## src/hw/rtl/ilid_pkg.sv

```systemverilog
`default_nettype none
// ----------------------------------------------------------------------------
// ilid_pkg
// Shared widths, request and status codes, and the control/status structs
// that join the indexed list controller and datapath.
// ----------------------------------------------------------------------------
package ilid_pkg;

   localparam int CAPACITY_DEFAULT = 64;

   localparam int FUNC_W   = 3;
   localparam int POS_W    = 16;
   localparam int VALUE_W  = 32;
   localparam int STATUS_W = 2;
   localparam int COUNT_W  = 7;

   typedef enum logic [FUNC_W-1:0] {
      FUNC_READ       = 3'd0,
      FUNC_INS_HEAD   = 3'd1,
      FUNC_INS_TAIL   = 3'd2,
      FUNC_INS_POS    = 3'd3,
      FUNC_DELETE     = 3'd4
   } ilid_func_type;

   typedef enum logic [STATUS_W-1:0] {
      ST_DONE  = 2'd0,
      ST_RANGE = 2'd1,
      ST_FULL  = 2'd2
   } ilid_status_type;

   // what the decoded request does to the list
   typedef enum logic [1:0] {
      KIND_NONE   = 2'd0,
      KIND_READ   = 2'd1,
      KIND_INSERT = 2'd2,
      KIND_DELETE = 2'd3
   } ilid_kind_type;

   typedef struct packed {
      logic load_req;
      logic init_cursor;
      logic mem_rd;
      logic step;
      logic drain;
      logic finish;
   } ilid_cmd_type;

   typedef struct packed {
      ilid_kind_type kind;
      logic          no_shift;
      logic          cursor_last;
      logic          rsp_free;
   } ilid_stat_type;

endpackage
`default_nettype wire

```

## src/hw/rtl/ilid_if.sv

```systemverilog
`default_nettype none
// ----------------------------------------------------------------------------
// ilid request and response channels
// Valid/ready channels; a transaction completes when valid and ready are high.
// ----------------------------------------------------------------------------
interface ilid_req_if;
   logic                                valid;
   logic                                ready;
   logic        [ilid_pkg::FUNC_W-1:0]  func;
   logic signed [ilid_pkg::POS_W-1:0]   position;
   logic signed [ilid_pkg::VALUE_W-1:0] item_value;

   modport source (output valid, func, position, item_value, input ready);
   modport sink   (input valid, func, position, item_value, output ready);
endinterface

interface ilid_rsp_if;
   logic                                 valid;
   logic                                 ready;
   logic signed [ilid_pkg::VALUE_W-1:0]  read_value;
   logic        [ilid_pkg::STATUS_W-1:0] status;
   logic        [ilid_pkg::COUNT_W-1:0]  entry_count;

   modport source (output valid, read_value, status, entry_count, input ready);
   modport sink   (input valid, read_value, status, entry_count, output ready);
endinterface
`default_nettype wire

```

## src/hw/rtl/indexed_list_insert_delete_unit.sv

```systemverilog
`default_nettype none
// ----------------------------------------------------------------------------
// indexed_list_insert_delete_unit
// Ordered list of up to CAPACITY signed 32-bit entries with read, insert and
// delete by position; one response transaction per request transaction.
//
// req_bus carries func, position and item_value; rsp_bus returns read_value,
// status and entry_count. Both are valid/ready channels.
// A request is taken only while the unit is idle. Entries live in a single
// port-pair memory, so every entry that moves on an insert or delete passes
// through the memory read and write ports.
// After the request transaction the unit decides; a request with no effect or
// with no entries to move then finishes, a successful read passes through a
// memory read first, and an insert or delete that moves entries walks them
// one by one and drains the last move before it finishes.
// The response appears in the output register on the cycle the unit becomes
// idle again; a new request is taken while it waits. If the receiver stalls,
// the unit holds the next finished response until the register frees up.
// Reset empties the list (count to zero) and drops any pending response;
// memory contents are not cleared and need no clearing pass.
// ----------------------------------------------------------------------------
module indexed_list_insert_delete_unit #(
   parameter int CAPACITY = ilid_pkg::CAPACITY_DEFAULT
) (
   input wire logic    clock,
   input wire logic    reset,
   ilid_req_if.sink    req_bus,
   ilid_rsp_if.source  rsp_bus
);
   import ilid_pkg::*;

   localparam logic [COUNT_W-1:0] CAP_COUNT = COUNT_W'(CAPACITY);

   ilid_cmd_type  cmd;
   ilid_stat_type stat;

   ilid_ctrl u_ctrl (
      .clock     (clock),
      .reset     (reset),
      .req_valid (req_bus.valid),
      .req_ready (req_bus.ready),
      .stat      (stat),
      .cmd       (cmd)
   );

   ilid_dpath #(
      .CAPACITY (CAPACITY)
   ) u_dpath (
      .clock           (clock),
      .reset           (reset),
      .cmd             (cmd),
      .stat            (stat),
      .req_func        (req_bus.func),
      .req_position    (req_bus.position),
      .req_item_value  (req_bus.item_value),
      .rsp_valid       (rsp_bus.valid),
      .rsp_ready       (rsp_bus.ready),
      .rsp_read_value  (rsp_bus.read_value),
      .rsp_status      (rsp_bus.status),
      .rsp_entry_count (rsp_bus.entry_count)
   );

`ifndef SYNTHESIS
   // a taken request keeps the unit busy on the following cycle
   a_busy_after_req: assert property (@(posedge clock) disable iff (reset)
      (req_bus.valid && req_bus.ready) |=> !req_bus.ready)
      else $error("request taken while previous one still in flight");

   // a finished request always lands in the output register
   a_finish_loads_rsp: assert property (@(posedge clock) disable iff (reset)
      cmd.finish |=> rsp_bus.valid)
      else $error("finished request did not produce a response");

   // refusal for a full list only happens at capacity
   a_full_at_capacity: assert property (@(posedge clock) disable iff (reset)
      (rsp_bus.valid && (rsp_bus.status == ST_FULL)) |->
         (rsp_bus.entry_count == CAP_COUNT) && (rsp_bus.read_value == '0))
      else $error("full status with a count below capacity");

   // the move cursor only runs while a shift command is active
   a_step_needs_move: assert property (@(posedge clock) disable iff (reset)
      cmd.step |-> ((stat.kind == KIND_INSERT) || (stat.kind == KIND_DELETE)))
      else $error("entry move issued for a request that moves nothing");
`endif

endmodule
`default_nettype wire

```

## src/hw/rtl/ilid_ctrl.sv

```systemverilog
`default_nettype none
// ----------------------------------------------------------------------------
// ilid_ctrl
// Sequencer for the indexed list: accepts a request, walks the entry moves
// one per cycle, then hands the result to the output register.
// ----------------------------------------------------------------------------
module ilid_ctrl (
   input  wire logic                   clock,
   input  wire logic                   reset,
   input  wire logic                   req_valid,
   output logic                        req_ready,
   input  wire ilid_pkg::ilid_stat_type stat,
   output ilid_pkg::ilid_cmd_type      cmd
);
   import ilid_pkg::*;

   typedef enum logic [5:0] {
      S_IDLE   = 6'b000001,
      S_DECIDE = 6'b000010,
      S_READ   = 6'b000100,
      S_SHIFT  = 6'b001000,
      S_DRAIN  = 6'b010000,
      S_FINISH = 6'b100000
   } state_type;

   state_type state_ff;
   state_type state_in;

   always_comb begin
      state_in = state_ff;
      unique case (state_ff)
         S_IDLE: begin
            if (req_valid) state_in = S_DECIDE;
         end
         S_DECIDE: begin
            unique case (stat.kind)
               KIND_NONE:   state_in = S_FINISH;
               KIND_READ:   state_in = S_READ;
               KIND_INSERT,
               KIND_DELETE: state_in = stat.no_shift ? S_FINISH : S_SHIFT;
               default:     state_in = S_FINISH;
            endcase
         end
         S_READ: begin
            state_in = S_FINISH;
         end
         S_SHIFT: begin
            if (stat.cursor_last) state_in = S_DRAIN;
         end
         S_DRAIN: begin
            state_in = S_FINISH;
         end
         S_FINISH: begin
            if (stat.rsp_free) state_in = S_IDLE;
         end
         default: begin
            state_in = S_IDLE;
         end
      endcase
   end

   always_ff @(posedge clock) begin
      if (reset) begin
         state_ff <= S_IDLE;
      end else begin
         state_ff <= state_in;
      end
   end

   assign req_ready       = (state_ff == S_IDLE);
   assign cmd.load_req    = (state_ff == S_IDLE) && req_valid;
   assign cmd.init_cursor = (state_ff == S_DECIDE);
   assign cmd.mem_rd      = (state_ff == S_READ) || (state_ff == S_SHIFT);
   assign cmd.step        = (state_ff == S_SHIFT);
   assign cmd.drain       = (state_ff == S_DRAIN);
   // hold in finish until the output register can take the result
   assign cmd.finish      = (state_ff == S_FINISH) && stat.rsp_free;

endmodule
`default_nettype wire

```

## src/hw/rtl/ilid_dpath.sv

```systemverilog
`default_nettype none
// ----------------------------------------------------------------------------
// ilid_dpath
// Entry memory, entry count, move cursor, request decode and the result
// output register of the indexed list.
// ----------------------------------------------------------------------------
module ilid_dpath #(
   parameter int CAPACITY = ilid_pkg::CAPACITY_DEFAULT
) (
   input  wire logic                                clock,
   input  wire logic                                reset,
   input  wire ilid_pkg::ilid_cmd_type              cmd,
   output ilid_pkg::ilid_stat_type                  stat,
   input  wire logic        [ilid_pkg::FUNC_W-1:0]  req_func,
   input  wire logic signed [ilid_pkg::POS_W-1:0]   req_position,
   input  wire logic signed [ilid_pkg::VALUE_W-1:0] req_item_value,
   output logic                                     rsp_valid,
   input  wire logic                                rsp_ready,
   output logic signed [ilid_pkg::VALUE_W-1:0]      rsp_read_value,
   output logic        [ilid_pkg::STATUS_W-1:0]     rsp_status,
   output logic        [ilid_pkg::COUNT_W-1:0]      rsp_entry_count
);
   import ilid_pkg::*;

   localparam int AW   = $clog2(CAPACITY);
   localparam int CW   = $clog2(CAPACITY + 1);
   localparam int CMPW = (CW + 1 > POS_W + 1) ? CW + 1 : POS_W + 1;
   localparam logic [CW-1:0] CAP_CNT = CW'(CAPACITY);

   logic signed [VALUE_W-1:0] slots_mem [CAPACITY];

   logic        [FUNC_W-1:0]  func_ff,  func_in;
   logic signed [POS_W-1:0]   pos_ff,   pos_in;
   logic signed [VALUE_W-1:0] val_ff,   val_in;
   logic        [CW-1:0]      count_ff, count_in;
   logic        [AW-1:0]      cursor_ff, cursor_in;
   logic        [AW-1:0]      dst_ff,   dst_in;
   logic                      pend_ff,  pend_in;
   logic signed [VALUE_W-1:0] rd_data_ff;

   logic                      rsp_valid_ff, rsp_valid_in;
   logic signed [VALUE_W-1:0] rsp_value_ff, rsp_value_in;
   logic        [STATUS_W-1:0] rsp_status_ff, rsp_status_in;
   logic        [COUNT_W-1:0] rsp_count_ff, rsp_count_in;

   ilid_kind_type             kind;
   ilid_status_type           status;
   logic                      rv_ones;
   logic        [AW-1:0]      target;
   logic signed [CMPW-1:0]    pos_s;
   logic signed [CMPW-1:0]    cnt_s;
   logic        [AW-1:0]      target_clip;
   logic                      full;
   logic        [CW-1:0]      count_m1;
   logic        [AW-1:0]      last_addr;
   logic        [CW+COUNT_W-1:0] count_wide;

   logic                      wr_en;
   logic        [AW-1:0]      wr_addr;
   logic signed [VALUE_W-1:0] wr_data;

   // request decode against the current count
   always_comb begin
      pos_s       = CMPW'(pos_ff);
      cnt_s       = signed'(CMPW'(count_ff));
      full        = (count_ff == CAP_CNT);
      target_clip = pos_ff[POS_W-1] ? '0 : pos_s[AW-1:0];
      kind        = KIND_NONE;
      status      = ST_DONE;
      rv_ones     = 1'b0;
      target      = '0;
      unique case (func_ff)
         FUNC_READ: begin
            if ((count_ff == '0) || (pos_s >= cnt_s)) begin
               status  = ST_RANGE;
               rv_ones = 1'b1;
            end else begin
               kind   = KIND_READ;
               target = target_clip;
            end
         end
         FUNC_INS_HEAD: begin
            if (full) status = ST_FULL;
            else kind = KIND_INSERT;
         end
         FUNC_INS_TAIL: begin
            if (full) begin
               status = ST_FULL;
            end else begin
               kind   = KIND_INSERT;
               target = count_ff[AW-1:0];
            end
         end
         FUNC_INS_POS: begin
            if (pos_s > cnt_s) begin
               status = ST_RANGE;
            end else if (full) begin
               status = ST_FULL;
            end else begin
               kind   = KIND_INSERT;
               target = target_clip;
            end
         end
         FUNC_DELETE: begin
            if (pos_ff[POS_W-1] || (pos_s >= cnt_s)) begin
               status = ST_RANGE;
            end else begin
               kind   = KIND_DELETE;
               target = pos_s[AW-1:0];
            end
         end
         default: begin
            status = ST_RANGE;
         end
      endcase
   end

   assign count_m1  = count_ff - 1'b1;
   assign last_addr = (kind == KIND_INSERT) ? target : count_m1[AW-1:0];

   assign stat.kind        = kind;
   assign stat.no_shift    = (kind == KIND_INSERT) ? (CW'(target) == count_ff)
                                                   : (CW'(target) == count_m1);
   assign stat.cursor_last = (cursor_ff == last_addr);
   assign stat.rsp_free    = !rsp_valid_ff || rsp_ready;

   // memory write port: pending move, or the inserted value at the end
   always_comb begin
      wr_en   = 1'b0;
      wr_addr = dst_ff;
      wr_data = rd_data_ff;
      if ((cmd.step && pend_ff) || cmd.drain) begin
         wr_en = 1'b1;
      end else if (cmd.finish && (kind == KIND_INSERT)) begin
         wr_en   = 1'b1;
         wr_addr = target;
         wr_data = val_ff;
      end
   end

   always_ff @(posedge clock) begin
      if (wr_en) slots_mem[wr_addr] <= wr_data;
      if (cmd.mem_rd) rd_data_ff <= slots_mem[cursor_ff];
   end

   always_comb begin
      func_in       = func_ff;
      pos_in        = pos_ff;
      val_in        = val_ff;
      count_in      = count_ff;
      cursor_in     = cursor_ff;
      dst_in        = dst_ff;
      pend_in       = pend_ff;
      rsp_valid_in  = rsp_valid_ff;
      rsp_value_in  = rsp_value_ff;
      rsp_status_in = rsp_status_ff;
      rsp_count_in  = rsp_count_ff;
      count_wide    = '0;

      if (cmd.load_req) begin
         func_in = req_func;
         pos_in  = req_position;
         val_in  = req_item_value;
      end

      // inserts walk down from the tail, deletes walk up from the target
      if (cmd.init_cursor) begin
         unique case (kind)
            KIND_INSERT: cursor_in = count_m1[AW-1:0];
            KIND_DELETE: cursor_in = target + 1'b1;
            default:     cursor_in = target;
         endcase
      end

      if (cmd.step) begin
         pend_in = 1'b1;
         if (kind == KIND_INSERT) begin
            dst_in    = cursor_ff + 1'b1;
            cursor_in = cursor_ff - 1'b1;
         end else begin
            dst_in    = cursor_ff - 1'b1;
            cursor_in = cursor_ff + 1'b1;
         end
      end

      if (cmd.drain) pend_in = 1'b0;

      if (cmd.finish) begin
         if (kind == KIND_INSERT) count_in = count_ff + 1'b1;
         else if (kind == KIND_DELETE) count_in = count_m1;
         count_wide    = {{COUNT_W{1'b0}}, count_in};
         rsp_valid_in  = 1'b1;
         rsp_status_in = status;
         rsp_count_in  = count_wide[COUNT_W-1:0];
         if (kind == KIND_READ) rsp_value_in = rd_data_ff;
         else if (rv_ones) rsp_value_in = '1;
         else rsp_value_in = '0;
      end else if (rsp_ready) begin
         rsp_valid_in = 1'b0;
      end
   end

   always_ff @(posedge clock) begin
      if (reset) begin
         count_ff     <= '0;
         pend_ff      <= 1'b0;
         rsp_valid_ff <= 1'b0;
      end else begin
         count_ff     <= count_in;
         pend_ff      <= pend_in;
         rsp_valid_ff <= rsp_valid_in;
      end
   end

   always_ff @(posedge clock) begin
      func_ff       <= func_in;
      pos_ff        <= pos_in;
      val_ff        <= val_in;
      cursor_ff     <= cursor_in;
      dst_ff        <= dst_in;
      rsp_value_ff  <= rsp_value_in;
      rsp_status_ff <= rsp_status_in;
      rsp_count_ff  <= rsp_count_in;
   end

   assign rsp_valid       = rsp_valid_ff;
   assign rsp_read_value  = rsp_value_ff;
   assign rsp_status      = rsp_status_ff;
   assign rsp_entry_count = rsp_count_ff;

endmodule
`default_nettype wire
```

## src/flat_wrapper.sv

```systemverilog
// flat-port wrapper written by rule: the top's interface ports become plain ports
module indexed_list_insert_delete_unit_flat import ilid_pkg::*;
#(
   parameter int CAPACITY = ilid_pkg::CAPACITY_DEFAULT
)
  (clock, reset, req_bus_valid, req_bus_func, req_bus_position, req_bus_item_value, req_bus_ready, rsp_bus_valid, rsp_bus_read_value, rsp_bus_status, rsp_bus_entry_count, rsp_bus_ready);
  ilid_req_if req_bus_i ();
  ilid_rsp_if rsp_bus_i ();
  input wire logic clock;
  input wire logic reset;
  input wire logic [$bits(req_bus_i.valid)-1:0] req_bus_valid;
  input wire logic [$bits(req_bus_i.func)-1:0] req_bus_func;
  input wire logic [$bits(req_bus_i.position)-1:0] req_bus_position;
  input wire logic [$bits(req_bus_i.item_value)-1:0] req_bus_item_value;
  output wire logic [$bits(req_bus_i.ready)-1:0] req_bus_ready;
  output wire logic [$bits(rsp_bus_i.valid)-1:0] rsp_bus_valid;
  output wire logic [$bits(rsp_bus_i.read_value)-1:0] rsp_bus_read_value;
  output wire logic [$bits(rsp_bus_i.status)-1:0] rsp_bus_status;
  output wire logic [$bits(rsp_bus_i.entry_count)-1:0] rsp_bus_entry_count;
  input wire logic [$bits(rsp_bus_i.ready)-1:0] rsp_bus_ready;
  assign req_bus_i.valid = req_bus_valid;
  assign req_bus_i.func = req_bus_func;
  assign req_bus_i.position = req_bus_position;
  assign req_bus_i.item_value = req_bus_item_value;
  assign req_bus_ready = req_bus_i.ready;
  assign rsp_bus_valid = rsp_bus_i.valid;
  assign rsp_bus_read_value = rsp_bus_i.read_value;
  assign rsp_bus_status = rsp_bus_i.status;
  assign rsp_bus_entry_count = rsp_bus_i.entry_count;
  assign rsp_bus_i.ready = rsp_bus_ready;
  indexed_list_insert_delete_unit #(.CAPACITY(CAPACITY)) u_core (.clock(clock), .reset(reset), .req_bus(req_bus_i), .rsp_bus(rsp_bus_i));
endmodule
```

## config.mk

```make
export PLATFORM = sky130hd
export DESIGN_NAME = indexed_list_insert_delete_unit_flat
export DESIGN_NICKNAME = d
export VERILOG_FILES = /design/src/hw/rtl/ilid_pkg.sv /design/src/hw/rtl/ilid_if.sv /design/src/hw/rtl/indexed_list_insert_delete_unit.sv /design/src/hw/rtl/ilid_ctrl.sv /design/src/hw/rtl/ilid_dpath.sv /design/src/flat_wrapper.sv
export SDC_FILE = /design/constraint.sdc
export NUM_CORES = 2
export LEC_CHECK = 0
export BUFFER_PORTS_ARGS = -buffer_cell sky130_fd_sc_hd__buf_2
export CAP_MARGIN = 10
export CELL_PAD_IN_SITES_DETAIL_PLACEMENT = 2
export CELL_PAD_IN_SITES_GLOBAL_PLACEMENT = 2
export CORE_MARGIN = 2
export CORE_UTILIZATION = 25
export DETAILED_ROUTE_END_ITERATION = 16
export MAX_ROUTING_LAYER = met4
export PLACE_DENSITY = 0.54
export SYNTH_ARGS = -nofsm -noshare
export SYNTH_HDL_FRONTEND = slang
export SYNTH_SLANG_ARGS = --single-unit
```

## constraint.sdc

```tcl
create_clock -name clock -period 6.8 [get_ports clock]
set_input_delay 0.34 -clock clock [delete_from_list [all_inputs] [get_ports clock]]
set_output_delay 0.34 -clock clock [all_outputs]
set_load 0.02 [all_outputs]
```

==> results_dict.tcl <==
set metrics [dict create \
    synth-seq-cells 2199 \
    drive_gt1_share_pct 31.8 \
    synth_top_family_by_area "multiplexers" \
    hold_violations 0 \
    fin_area_um2 100000 \
    instances_no_fill 8646 \
    min_period_ps 5590 \
    whs_ps 156 \
    clockBufferDepth 4 \
    min_path_cells 2 \
    netlist.area_leader.share_pct 77.4 \
    final.setup.worst_slack_ps 1210 \
    fin_skew_ps 55.1 \
    cap_violations 0 \
    netlist_area_um2 84800 \
    r2r_cells 13 \
    synthMuxAreaShare_pct 18.0 \
    wl_met1_um 116000 \
    seq_area_um2 65900 \
    antenna_found_initial 52 \
    io_buffers 97 \
    route.met3.wl_um 13500 \
    min_path_type "in2reg" \
    cts_tree "built" \
    synth_top_area_cell "edfxtp_1" \
    startpoint_type "register" \
    path_max_fanout 32 \
    synth.top_cells.by_count "2,184 x edfxtp_1, 672 x mux4_2, 160 x nor2_1" \
    power_density_nw_per_um2 280 \
    drt_iter0_drc 4875 \
    ys_seq_area_share_pct 77.7 \
    cts_inserted_buffers 237 \
    synth_area_leaders "edfxtp_1 77%, mux4_2 18%, nor2_1 0.71%" \
    swShare_pct 20.8 \
    die_h_um 586 \
    worstMarginPinSlew_ps 1110 \
    syn_nets 3693 \
    post_cts_buffers 0 \
    dpl.cell_count 8174 \
    critPathKind "reg2reg" \
    p_leak_nw 30.2 \
    start_util_pct 25.1 \
    clk_latency_ps 900 \
    status "finished, final reports clean" \
    cts.htree.levels 4 \
    fmax_ghz 0.179 \
    grt_pass1_wl_um 361000 \
    n_fill_cell 33588 \
    cts_root_buffer "clkbuf_16" \
    vias 40088 \
    routed_wl_um 261000 \
    cts.repair.resized 0 \
    period_share_pct 82.2 \
    fin_util_pct 29.7 \
    tns_ps 0 \
    grt_pass1_vias 42468 \
    combPwrFrac_pct 2.6 \
    fp.coreArea_um2 337000 \
    hpwl_um 157000 \
    dpl_cell_area_um2 92200 \
    fp.dieArea_um2 344000 \
    wire_per_inst_um 30.1 \
    drc 0 \
    overflow 0 \
    synthArstFlopShare_pct 0 \
    syn-instance-count 3624 \
    clkPwrFrac_pct 44.6 \
    yosysMostFrequentCell "edfxtp_1" \
    endpoint_kind "register" \
    seqPwrFrac_pct 52.8 \
    die_w_um 586 \
    setup_violations 0 \
    r2r_setup_slack_ps 1210 \
    clock-sinks 2199 \
    final_antenna_net_count 0 \
    max-vdd-ir-drop_uv 198 \
    synth_compound_area_share_pct 0.872 \
    synthSimpleGateAreaFrac_pct 1.92 \
    top_layer_used "met4" \
    required_ps 7290 \
    synth_cell_types 69 \
    ios 98 \
    gp_congestion 0.776 \
    power.total_mw 28.0 \
    dp_slack_ps 1290 \
    synthAdderAreaFrac_pct 0.207 \
    finalMaxSlewViolations 0 \
    synth_xor_xnor_area_share_pct 0.351 \
    synth-edff-count 2184 \
    areaGrowthSynthToFinish_pct 18.0 \
    holdBufCountCts 54 \
    multi_input_area_um2 18800 \
    cp_data_arrival_time_ps 6080 \
    ys.flop_type "edfxtp_1" \
    netSwitchingPower_mw 5.80 \
    viasPerCell 4.64 \
    grt_usage_pct 15.5 \
    yosysWarnings 0 \
    grt_max_degree 111 \
    dr.pass1.iters 6 \
    cts.reportedPaths.clkPinSlew_ps 60 \
    relSlewSlack_pct 25.5 \
    met2_length_um 126000 \
    syn_avg_cell_area_um2 23.4 \
    fin_nets 4021 \
    rsz0062_at_grt "false" \
    rows 213 \
    internal_power_mw 22.2 \
]
-- worst max-delay path, cell delays in order, from the launching register on --
cell	delay (ps)
dfxtp_1	450
clkinv_1	290
ha_1	370
nand4b_1	230
nor4_1	760
nor2_1	140
o2111a_1	310
or3_2	650
nor2_1	200
a32o_1	200
nand2_1	530
buf_4	410
nor2_4	100
buf_4	490
-- kinds of logic (layout without fill, tap and decap cells) --
family	Yosys count	after routing
other cells	0	7
flops	2199	2199
compound gates	104	104
fa+ha+maj	14	14
mux	681	681
simple gates	379	379
buf+inv	213	713
xor+xnor	34	34
-- registers in the layout, indices dropped and copies added (netlist names) --
register and count:
u_core.u_dpath.slots_mem 2048, u_core.u_dpath.rd_data_ff 32, u_core.u_dpath.rsp_read_value 32, u_core.u_dpath.val_ff 32, u_core.u_dpath.pos_ff 16, u_core.u_dpath.count_ff 7
u_core.u_dpath.rsp_entry_count 7, u_core.u_ctrl.state_ff 6, u_core.u_dpath.cursor_ff 6, u_core.u_dpath.dst_ff 6, u_core.u_dpath.func_ff 3, u_core.u_dpath.rsp_status 2
u_core.u_dpath.pend_ff 1, u_core.u_dpath.rsp_valid 1
-- power by group through the flow --
stage	Sequential (mW)	Clock [mW]	Combinational [mW]
2_1_floorplan	15.0	0	0.413
3_3_place_gp	15.0	0	0.721
3_5_place_dp	15.0	0	0.723
4_1_cts	14.8	12.8	0.751
5_1_grt	14.8	13.2	0.774
6_report	14.8	12.5	0.732
-- worst paths after layout --
kind                                                         end                  startpoint
worst max-delay path            u_core.u_dpath.slots_mem[59][13]  u_core.u_dpath.count_ff[4]
worst max register to register  u_core.u_dpath.slots_mem[59][13]  u_core.u_dpath.count_ff[4]
worst min register to register            u_core.u_dpath.pend_ff      u_core.u_dpath.pend_ff
worst min-delay path                   u_core.u_dpath.val_ff[15]      req_bus_item_value[15]
-- cell usage in the layout (no fill, tap or decap), drive strengths merged, types with 10 or more instances in the layout --
cell type	synthesis	final
xor2	10	10
o21ai	18	18
or3	12	12
ha	14	14
xnor2	24	24
dlygate4sd3	0	54
dfxtp	15	15
bufinv	0	19
buf	63	222
a21oi	33	33
clkbuf	124	300
edfxtp	2184	2184
inv	24	28
nand2	143	143
nor2	161	161
mux4	672	672
clkinv	2	84
nand3	12	12
-- per-layer routing --
layer,up-vias,track usage (%)
li1,16112,-
met1,22468,21.3
met2,1217,24.6
met3,291,1.87
met4,0,3.32
met5,-,-
-- area by class of cell --
cell class	count	area share (%)
multi-input combinational	1212	18.8
antenna	7	0.0175
inverter	26	0.0988
timing repair buffer	276	2.28
clock buffer	300	6.21
sequential	2199	65.9
tap	4515	5.65
clock inverter	111	1.07
No activity file was read; power rests on OpenSTA's default activity.
